File: src/cfr_pkg.sv
// Shared types and constants of the command frame receiver.
package cfr_pkg;

  // Payload bytes stored per list-init frame before the frame is dropped.
  localparam int unsigned MaxPayload = 32;

  localparam int unsigned ByteW   = 8;
  localparam int unsigned UserW   = 16;
  localparam int unsigned EventW  = 2;
  localparam int unsigned PidxW   = 5;
  localparam int unsigned PcountW = 6;
  localparam int unsigned CfgIdxW = 3;

  // Event codes on the result channel.
  localparam logic [EventW-1:0] EvInProgress = 2'd0;
  localparam logic [EventW-1:0] EvComplete   = 2'd1;
  localparam logic [EventW-1:0] EvDropped    = 2'd2;

  // Configuration register indexes.
  localparam logic [CfgIdxW-1:0] CfgStartCode      = 3'd0;
  localparam logic [CfgIdxW-1:0] CfgCodeAuth       = 3'd1;
  localparam logic [CfgIdxW-1:0] CfgCodeListInit   = 3'd2;
  localparam logic [CfgIdxW-1:0] CfgCodeSecReply   = 3'd3;
  localparam logic [CfgIdxW-1:0] CfgCodeModReply   = 3'd4;

  // Reset values of the configuration registers.
  localparam logic [ByteW-1:0] RstStartCode    = 8'd126;
  localparam logic [ByteW-1:0] RstCodeAuth     = 8'd1;
  localparam logic [ByteW-1:0] RstCodeListInit = 8'd2;
  localparam logic [ByteW-1:0] RstCodeSecReply = 8'd3;
  localparam logic [ByteW-1:0] RstCodeModReply = 8'd4;

  // One-based byte positions within a frame.
  localparam logic [ByteW-1:0] PosStart   = 8'd1;
  localparam logic [ByteW-1:0] PosLength  = 8'd2;
  localparam logic [ByteW-1:0] PosCommand = 8'd3;
  localparam logic [ByteW-1:0] PosAuth    = 8'd4;
  localparam logic [ByteW-1:0] PosUserHi  = 8'd5;
  localparam logic [ByteW-1:0] PosUserLo  = 8'd6;
  localparam logic [ByteW-1:0] PosCount   = 8'd7;

  // Current configuration as seen by the parser.
  typedef struct packed {
    logic [ByteW-1:0] start_code;
    logic [ByteW-1:0] code_auth;
    logic [ByteW-1:0] code_list_init;
    logic [ByteW-1:0] code_security_reply;
    logic [ByteW-1:0] code_modify_reply;
  } cfr_cfg_t;

  // One result item.
  typedef struct packed {
    logic [EventW-1:0] event_res;
    logic              payload_valid;
    logic [ByteW-1:0]  payload_byte;
    logic [PidxW-1:0]  payload_index;
    logic [ByteW-1:0]  frame_command;
    logic [ByteW-1:0]  auth_level;
    logic [UserW-1:0]  user_number;
    logic [ByteW-1:0]  book_total;
    logic [ByteW-1:0]  checked_out;
    logic [ByteW-1:0]  book_state;
  } cfr_result_t;

endpackage

File: src/cfr_if.sv
// Channel interfaces of the command frame receiver: bytes in, results out, configuration.
interface cfr_byte_if import cfr_pkg::*; ();
  logic             valid;
  logic             ready;
  logic [ByteW-1:0] rx_byte;

  modport source (output valid, output rx_byte, input ready);
  modport sink   (input valid, input rx_byte, output ready);
endinterface

interface cfr_result_if import cfr_pkg::*; ();
  logic              valid;
  logic              ready;
  logic [EventW-1:0] event_res;
  logic              payload_valid;
  logic [ByteW-1:0]  payload_byte;
  logic [PidxW-1:0]  payload_index;
  logic [ByteW-1:0]  frame_command;
  logic [ByteW-1:0]  auth_level;
  logic [UserW-1:0]  user_number;
  logic [ByteW-1:0]  book_total;
  logic [ByteW-1:0]  checked_out;
  logic [ByteW-1:0]  book_state;

  modport source (output valid, output event_res, output payload_valid,
                  output payload_byte, output payload_index, output frame_command,
                  output auth_level, output user_number, output book_total,
                  output checked_out, output book_state, input ready);
  modport sink   (input valid, input event_res, input payload_valid,
                  input payload_byte, input payload_index, input frame_command,
                  input auth_level, input user_number, input book_total,
                  input checked_out, input book_state, output ready);
endinterface

interface cfr_cfg_if import cfr_pkg::*; ();
  logic               valid;
  logic               ready;
  logic [CfgIdxW-1:0] index;
  logic [ByteW-1:0]   data;

  modport source (output valid, output index, output data, input ready);
  modport sink   (input valid, input index, input data, output ready);
endinterface

File: src/cfr_cfg_regs.sv
// Configuration registers: start code and the four command codes.
module cfr_cfg_regs import cfr_pkg::*; (
  input  logic               clk,
  input  logic               rst,
  input  logic               wr_en,
  input  logic [CfgIdxW-1:0] wr_index,
  input  logic [ByteW-1:0]   wr_data,
  output cfr_cfg_t           cfg
);

  cfr_cfg_t regs;

  // Write decode; indexes past the list are ignored.
  always_ff @(posedge clk) begin
    if (rst) begin
      regs.start_code          <= RstStartCode;
      regs.code_auth           <= RstCodeAuth;
      regs.code_list_init      <= RstCodeListInit;
      regs.code_security_reply <= RstCodeSecReply;
      regs.code_modify_reply   <= RstCodeModReply;
    end else if (wr_en) begin
      unique case (wr_index)
        CfgStartCode:    regs.start_code          <= wr_data;
        CfgCodeAuth:     regs.code_auth           <= wr_data;
        CfgCodeListInit: regs.code_list_init      <= wr_data;
        CfgCodeSecReply: regs.code_security_reply <= wr_data;
        CfgCodeModReply: regs.code_modify_reply   <= wr_data;
        default: ;
      endcase
    end
  end

  assign cfg = regs;

endmodule

File: src/cfr_parser.sv
// Frame parser: holds the frame state and computes the result for each accepted byte.
module cfr_parser import cfr_pkg::*; #(
  parameter int unsigned PayloadMax = MaxPayload
) (
  input  logic             clk,
  input  logic             rst,
  input  logic             accept,
  input  logic [ByteW-1:0] rx_byte,
  input  cfr_cfg_t         cfg,
  output cfr_result_t      result
);

  // Payload bound as an 8-bit value for the compare against the count.
  localparam logic [ByteW-1:0] PayloadMaxB = ByteW'(PayloadMax);

  logic [ByteW-1:0]   byte_position, byte_position_next;
  logic [ByteW-1:0]   frame_length, frame_length_next;
  logic [ByteW-1:0]   current_command, current_command_next;
  logic [PcountW-1:0] payload_count, payload_count_next;
  logic [ByteW-1:0]   auth_reg, auth_reg_next;
  logic [UserW-1:0]   user_reg, user_reg_next;
  logic [ByteW-1:0]   count_reg, count_reg_next;
  logic [ByteW-1:0]   checkout_reg, checkout_reg_next;
  logic [ByteW-1:0]   status_reg, status_reg_next;

  logic [ByteW-1:0] pos;
  logic             drop;
  logic             fill;
  logic             stored;
  logic             done;
  logic [PidxW-1:0] store_index;

  // Decode of one byte against the frame state.
  always_comb begin
    pos                  = byte_position + 8'd1;
    drop                 = 1'b0;
    fill                 = 1'b0;
    stored               = 1'b0;
    store_index          = '0;
    byte_position_next   = pos;
    frame_length_next    = frame_length;
    current_command_next = current_command;
    payload_count_next   = payload_count;
    auth_reg_next        = auth_reg;
    user_reg_next        = user_reg;
    count_reg_next       = count_reg;
    checkout_reg_next    = checkout_reg;
    status_reg_next      = status_reg;

    if (pos == PosStart) begin
      drop = (rx_byte != cfg.start_code);
    end else if (pos == PosLength) begin
      frame_length_next = rx_byte;
    end else if (pos == PosCommand) begin
      current_command_next = rx_byte;
    end else if (current_command == cfg.code_auth) begin
      if (pos == PosAuth) auth_reg_next = rx_byte;
      else if (pos == PosUserHi) user_reg_next[UserW-1:ByteW] = rx_byte;
      else if (pos == PosUserLo) user_reg_next[ByteW-1:0] = rx_byte;
      else drop = 1'b1;
    end else if (current_command == cfg.code_list_init) begin
      if (pos == PosAuth) auth_reg_next = rx_byte;
      else if (pos == PosUserHi) user_reg_next[UserW-1:ByteW] = rx_byte;
      else if (pos == PosUserLo) user_reg_next[ByteW-1:0] = rx_byte;
      else if (pos == PosCount) count_reg_next = rx_byte;
      else fill = 1'b1;
    end else if (current_command == cfg.code_security_reply) begin
      checkout_reg_next = rx_byte;
    end else if (current_command == cfg.code_modify_reply) begin
      status_reg_next = rx_byte;
    end else begin
      drop = 1'b1;
    end

    // Payload store while there is room, otherwise the frame overflows.
    if (fill) begin
      if (ByteW'(payload_count) < PayloadMaxB) begin
        stored             = 1'b1;
        store_index        = payload_count[PidxW-1:0];
        payload_count_next = payload_count + 6'd1;
      end else begin
        drop = 1'b1;
      end
    end

    // Body longer than the announced length.
    if (pos > PosCommand && pos > frame_length) drop = 1'b1;

    // Completion compares with the length as it stands after this byte.
    done = (pos == frame_length_next);
    if (done || drop) begin
      byte_position_next = '0;
      payload_count_next = '0;
    end
    if (drop) stored = 1'b0;
  end

  // Frame state; advances on each accepted byte.
  always_ff @(posedge clk) begin
    if (rst) begin
      byte_position   <= '0;
      frame_length    <= '0;
      current_command <= '0;
      payload_count   <= '0;
      auth_reg        <= '0;
      user_reg        <= '0;
      count_reg       <= '0;
      checkout_reg    <= '0;
      status_reg      <= '0;
    end else if (accept) begin
      byte_position   <= byte_position_next;
      frame_length    <= frame_length_next;
      current_command <= current_command_next;
      payload_count   <= payload_count_next;
      auth_reg        <= auth_reg_next;
      user_reg        <= user_reg_next;
      count_reg       <= count_reg_next;
      checkout_reg    <= checkout_reg_next;
      status_reg      <= status_reg_next;
    end
  end

  // Result item for this byte.
  always_comb begin
    result.event_res     = drop ? EvDropped : (done ? EvComplete : EvInProgress);
    result.payload_valid = stored;
    result.payload_byte  = stored ? rx_byte : '0;
    result.payload_index = stored ? store_index : '0;
    result.frame_command = current_command_next;
    result.auth_level    = auth_reg_next;
    result.user_number   = user_reg_next;
    result.book_total    = count_reg_next;
    result.checked_out   = checkout_reg_next;
    result.book_state    = status_reg_next;
  end

endmodule

File: src/cfr_out_stage.sv
// Result register that holds one result until the consumer takes it.
module cfr_out_stage import cfr_pkg::*; (
  input  logic        clk,
  input  logic        rst,
  input  logic        load,
  input  cfr_result_t din,
  input  logic        out_ready,
  output logic        out_valid,
  output logic        can_load,
  output cfr_result_t dout
);

  logic        valid;
  cfr_result_t data;

  // The stage takes a new result when empty or when its result leaves this cycle.
  assign can_load = !valid || out_ready;

  always_ff @(posedge clk) begin
    if (rst) begin
      valid <= 1'b0;
    end else if (load) begin
      valid <= 1'b1;
    end else if (out_ready) begin
      valid <= 1'b0;
    end
  end

  always_ff @(posedge clk) begin
    if (load) begin
      data <= din;
    end
  end

  assign out_valid = valid;
  assign dout      = data;

endmodule

File: src/command_frame_receiver_core.sv
// Top level of the command frame receiver.
//
//   channel  dir  payload                                    transfer when
//   rx       in   rx_byte                                    rx.valid && rx.ready
//   res      out  event_res, payload fields, latched values  res.valid && res.ready
//   cfg      in   index (0..4), data                         cfg.valid (ready is high)
//
// Each received byte is decoded combinationally and its result appears in the
// result register on the next cycle; one byte can be taken every cycle.
// rx.ready is low only while a result sits in the result register and the
// consumer is not taking it. Reset (synchronous, active high) clears the frame
// state, loads the default codes and empties the result register.
module command_frame_receiver_core import cfr_pkg::*; #(
  parameter int unsigned PayloadMax = MaxPayload
) (
  input logic                clk,
  input logic                rst,
  cfr_byte_if.sink           rx,
  cfr_result_if.source       res,
  cfr_cfg_if.sink            cfg
);

  cfr_cfg_t    cfg_regs;
  cfr_result_t parse_result;
  cfr_result_t out_result;
  logic        can_load;
  logic        rx_xfer;

  assign cfg.ready = 1'b1;
  assign rx.ready  = can_load;
  assign rx_xfer   = rx.valid && can_load;

  cfr_cfg_regs u_cfg_regs (
    .clk      (clk),
    .rst      (rst),
    .wr_en    (cfg.valid),
    .wr_index (cfg.index),
    .wr_data  (cfg.data),
    .cfg      (cfg_regs)
  );

  cfr_parser #(
    .PayloadMax (PayloadMax)
  ) u_parser (
    .clk     (clk),
    .rst     (rst),
    .accept  (rx_xfer),
    .rx_byte (rx.rx_byte),
    .cfg     (cfg_regs),
    .result  (parse_result)
  );

  cfr_out_stage u_out_stage (
    .clk       (clk),
    .rst       (rst),
    .load      (rx_xfer),
    .din       (parse_result),
    .out_ready (res.ready),
    .out_valid (res.valid),
    .can_load  (can_load),
    .dout      (out_result)
  );

  // Result fields onto the output channel.
  assign res.event_res     = out_result.event_res;
  assign res.payload_valid = out_result.payload_valid;
  assign res.payload_byte  = out_result.payload_byte;
  assign res.payload_index = out_result.payload_index;
  assign res.frame_command = out_result.frame_command;
  assign res.auth_level    = out_result.auth_level;
  assign res.user_number   = out_result.user_number;
  assign res.book_total    = out_result.book_total;
  assign res.checked_out   = out_result.checked_out;
  assign res.book_state    = out_result.book_state;

endmodule

File: src/flat_wrapper.sv
// flat-port wrapper written by rule: the top's interface ports become plain ports
module command_frame_receiver_core_flat import cfr_pkg::*;
#(
  parameter int unsigned PayloadMax = MaxPayload
)
  (clk, rst, rx_valid, rx_rx_byte, rx_ready, res_valid, res_event_res, res_payload_valid, res_payload_byte, res_payload_index, res_frame_command, res_auth_level, res_user_number, res_book_total, res_checked_out, res_book_state, res_ready, cfg_valid, cfg_index, cfg_data, cfg_ready);
  cfr_byte_if rx_i ();
  cfr_result_if res_i ();
  cfr_cfg_if cfg_i ();
  input logic clk;
  input logic rst;
  input wire logic [$bits(rx_i.valid)-1:0] rx_valid;
  input wire logic [$bits(rx_i.rx_byte)-1:0] rx_rx_byte;
  output wire logic [$bits(rx_i.ready)-1:0] rx_ready;
  output wire logic [$bits(res_i.valid)-1:0] res_valid;
  output wire logic [$bits(res_i.event_res)-1:0] res_event_res;
  output wire logic [$bits(res_i.payload_valid)-1:0] res_payload_valid;
  output wire logic [$bits(res_i.payload_byte)-1:0] res_payload_byte;
  output wire logic [$bits(res_i.payload_index)-1:0] res_payload_index;
  output wire logic [$bits(res_i.frame_command)-1:0] res_frame_command;
  output wire logic [$bits(res_i.auth_level)-1:0] res_auth_level;
  output wire logic [$bits(res_i.user_number)-1:0] res_user_number;
  output wire logic [$bits(res_i.book_total)-1:0] res_book_total;
  output wire logic [$bits(res_i.checked_out)-1:0] res_checked_out;
  output wire logic [$bits(res_i.book_state)-1:0] res_book_state;
  input wire logic [$bits(res_i.ready)-1:0] res_ready;
  input wire logic [$bits(cfg_i.valid)-1:0] cfg_valid;
  input wire logic [$bits(cfg_i.index)-1:0] cfg_index;
  input wire logic [$bits(cfg_i.data)-1:0] cfg_data;
  output wire logic [$bits(cfg_i.ready)-1:0] cfg_ready;
  assign rx_i.valid = rx_valid;
  assign rx_i.rx_byte = rx_rx_byte;
  assign rx_ready = rx_i.ready;
  assign res_valid = res_i.valid;
  assign res_event_res = res_i.event_res;
  assign res_payload_valid = res_i.payload_valid;
  assign res_payload_byte = res_i.payload_byte;
  assign res_payload_index = res_i.payload_index;
  assign res_frame_command = res_i.frame_command;
  assign res_auth_level = res_i.auth_level;
  assign res_user_number = res_i.user_number;
  assign res_book_total = res_i.book_total;
  assign res_checked_out = res_i.checked_out;
  assign res_book_state = res_i.book_state;
  assign res_i.ready = res_ready;
  assign cfg_i.valid = cfg_valid;
  assign cfg_i.index = cfg_index;
  assign cfg_i.data = cfg_data;
  assign cfg_ready = cfg_i.ready;
  command_frame_receiver_core #(.PayloadMax(PayloadMax)) u_core (.clk(clk), .rst(rst), .rx(rx_i), .res(res_i), .cfg(cfg_i));
endmodule
File: config.mk
export PLATFORM = sky130hd
export DESIGN_NAME = command_frame_receiver_core_flat
export DESIGN_NICKNAME = d
export VERILOG_FILES = /design/src/cfr_pkg.sv /design/src/cfr_if.sv /design/src/cfr_cfg_regs.sv /design/src/cfr_parser.sv /design/src/cfr_out_stage.sv /design/src/command_frame_receiver_core.sv /design/src/flat_wrapper.sv
export SDC_FILE = /design/constraint.sdc
export NUM_CORES = 1
export LEC_CHECK = 0
export ABC_AREA = 1
export BUFFER_PORTS_ARGS = -buffer_cell sky130_fd_sc_hd__buf_2
export CORE_AREA = 2 2 133 135
export DETAILED_ROUTE_END_ITERATION = 6
export DIE_AREA = 0 0 135 137
export PLACE_DENSITY_LB_ADDON = 0.15
export SLEW_MARGIN = 20
export SYNTH_ARGS = -nofsm -noshare
export SYNTH_HDL_FRONTEND = slang
export SYNTH_SLANG_ARGS = --single-unit
File: constraint.sdc
create_clock -name clk -period 3.8 [get_ports clk]
set_clock_uncertainty 0.15 [all_clocks]
set_input_delay 0.57 -clock clk [delete_from_list [all_inputs] [get_ports clk]]
set_output_delay 0.57 -clock clk [all_outputs]
set_load 0.05 [all_outputs]
==> impl_results.md <==
* Clock Pin Slew Worst Setup and Hold Paths at 70 ps
* Main synth FF type: dfxtp_1
* Static leakage at between 4 and 5 nW
* Worst-margin pin slew at ~720 ps
* # rows at 48
* Layout area overhead at 13.7%
* Post-synth top area cell: dfxtp_1
* Clock share of power at a little over a third
* Synthesized area at about 9000 um^2
* Vias in the first global route at just under 7,000
* Final setup vio count at 0
* Number of cells on the worst reg-to-reg path at 18
* Overall routing resource usage at 23.8%
* Final max-slew violation count at 0
* Crit start category: register
* Avg Inst Size Synth at roughly 8.0 um^2
* Root Buffer: clkbuf_16
* Hold endpoint: u_core.u_cfg_regs.cfg[24]
* Total setup buffers inserted after CTS at 0
* Synthesized instance count at approximately 1,100
* RR Endpoint: u_core.u_parser.payload_count[2]
* # DRC at 0
* RSZ-0062 raised after global routing: false
* Flop pwr share at about half
* DR WL/cell at 14.7 um
* Final RePlAce weighted congestion at slightly below 0.9
* Hold-fix buffers at CTS at 0
* Clk Latency, worst-skew pair at approximately 430 ps
* Netlist cell types at 39
* Dominant cells by area after synthesis: dfxtp_1 27%, edfxtp_1 24%, nand2_1 8.1%, o21ai_0 7.4%, nor2_1 6.5%
* Chip height at approximately 140 um
* Reg-to-Reg Start: u_core.u_parser.byte_position[0]
* Post-cts gate resize count at 0
* Drt first pass iters at 5
* Max Cap Viol at 0
* CP max FO at 10
* Register area share after synthesis at about half
* Minimum clock period at 3240 ps
* Switching share of power at between 20% and 30%
* Ys async rst share at 0%
* Setup TNS at 0 ps
* Sink Count at between 150 and 200
* H-tree depth at 4
* Final period util at approximately 85%
* Yosys warnings at 0
* WHS at roughly 280 ps
* Die area at ~18,000 um^2
* Largest net degree at the start of global routing at 73
* CP Capture Type: register
* Hold Path Depth at 3
* Initial Util at 52.5%
* Logic pwr share at between 10 and 15%
* Peak supply drop at ~0.00032 V
* Drt total wl at 21,200 um
* CP required at between 4000 and 5000 ps
* PwrDens at approximately 470 nW/um^2
* Via density at 5.15
* Outcome: complete, no violations
* Commonest non-fill, non-tap cells in the layout: 191 x nand2_1, 154 x nor2_1, 152 x inv_1
* Clock buffer depth at 2
* Die extent in x at ~140 um
* Hold_sp: cfg_data[0]
* Setup CP Type: register to register
* EDFF count, synth at 72
* Final-stage net count at 1,236
* Routed vias at 7,393
* Commonest non-fill, non-tap cell in the layout: nand2_1
* Flop2flop setup slack at between 500 and 600 ps
* Antenna viol nets, final at 0
* CTS tree: yes
* GR Overflow Total at 0
* Detailed Route Iter0 Violations at approximately 650
* Port Buffers at 97
* Inserted Clock Buffers at 17
* WP data arrival at between 3000 and 4000 ps
* Antenna violations before repair at 0
* Synth top area share at about a quarter
* P_int at ~3.4 mW
* Sw power at 1.39 mW
* Final Power at between 4 and 5 mW
* Hpwl dp at around 15,000 um
* Headroom to the max-slew limit at a little over half
* Core area at between 15,000 and 20,000 um^2
* Max Clock Freq at ~310 MHz
* Share of post-route cells with drive strength above 1 at 14.5%
* Largest register FFs at just over 70
* Min-Delay Path Class: input pin to register
* Syn Nets at 1,155
* Post-synthesis register bit count at around 190
* Final Hold Viols at 0
* I/O pin count at about 100
* Number of diodes at 0
* First-pass GRT wire length at roughly 34,000 um
-- kinds of logic after synthesis --
| logic type | after synthesis | synth area share, % |
|---|---|---|
| AOI/OAI and AO/OA | 219 | 12.8 |
| and+or+nand+nor | 455 | 22.4 |
| DFF | 191 | 50.8 |
| other | 1 | 0.0419 |
| buffers and inverters | 204 | 8.84 |
| xor gates and xnor gates | 33 | 3.23 |
| adders and majority gates | 14 | 1.96 |
-- power groups by stage --
stage	sequential (mW)	clock [mW]	combinational, mW
floorplan	2.54	0	0.339
global placement	2.36	0	0.689
detailed placement	2.37	0	0.699
CTS	2.32	1.75	0.701
global route	2.33	1.83	0.774
finish	2.32	1.72	0.700
-- per-layer routing --
layer	wire length [um]	share of wire [%]	up-vias	track usage (%)
met2	9890	47	189	39.4
met4	384	1.8	0	7.12
li1	-	-	3783	-
met5	0	0	-	0
met3	951	4.5	30	3.56
met1	9930	47	3391	32.5
-- how the worst max path moves through the flow --
| stage | from | endpoint | slack (ps) | depth (start not counted) |
|---|---|---|---|---|
| CTS | u_core.u_parser.byte_position[0] | u_core.u_parser.payload_count[2] | 560 | 18 |
| floorplan | res_ready | u_core.u_out_stage.dout[0] | 440 | 6 |
| global route | u_core.u_parser.byte_position[0] | u_core.u_parser.payload_count[0] | 210 | 20 |
| finish | u_core.u_parser.byte_position[0] | u_core.u_parser.payload_count[2] | 560 | 18 |
| global placement | u_core.u_parser.byte_position[0] | u_core.u_parser.payload_count[3] | 620 | 16 |
| detailed placement | u_core.u_parser.byte_position[0] | u_core.u_parser.payload_count[3] | 580 | 18 |
-- synthesized netlist by cell type, types with 4 or more instances --
master and n:
nand2_1 192, inv_1 152, o22ai_1 6, xnor2_1 13
dfxtp_1 119, nand2_2 6, nor2_1 154, a21oi_1 64
nand3_2 5, nand3_1 50, o21ai_0 132, or2_2 4
nor2_2 7, inv_2 7, clkbuf_1 29, xor2_1 20
nand4_1 22, o21a_1 5, edfxtp_1 72, ha_1 14
buf_2 8, o21ai_1 7
-- worst max-delay path, cell delays in order (launching register included) --
cell and delay (ps):
dfxtp_1 510, ha_1 250, nand2_1 80, nor2_1 150, nand2_1 90, nand2_1 60
nand2_1 110, ha_1 330, nand2_1 70, o21ai_0 100, o21bai_1 160, o21ai_0 130
o21ai_1 100, inv_1 80, nand3_2 110, nand2b_4 190, nor2_4 250, nand4_1 120
a21oi_1 150
-- final cells by class --
class | instances | area [um^2]
sequential | 191 | 4540
fill | 1592 | 6890
multi-input combinational | 722 | 3610
timing repair buffer | 105 | 558
clock buffer | 18 | 429
clock inverter | 14 | 135
inverter | 161 | 607
tap | 225 | 282
-- per-stage QoR --
step | cells | setup slack, ps | instance area, um^2 | util [%]
6_report | 1436 | 565 | 10200 | 59.6
5_1_grt | 1436 | 213 | 10200 | 59.6
4_1_cts | 1436 | 564 | 10200 | 59.6
3_5_place_dp | 1404 | 581 | 9600 | 56.3
3_3_place_gp | 1404 | 624 | 9600 | 56.3
2_1_floorplan | 1117 | 435 | 8950 | -
Note: power is estimated with default switching activity, not from simulation.
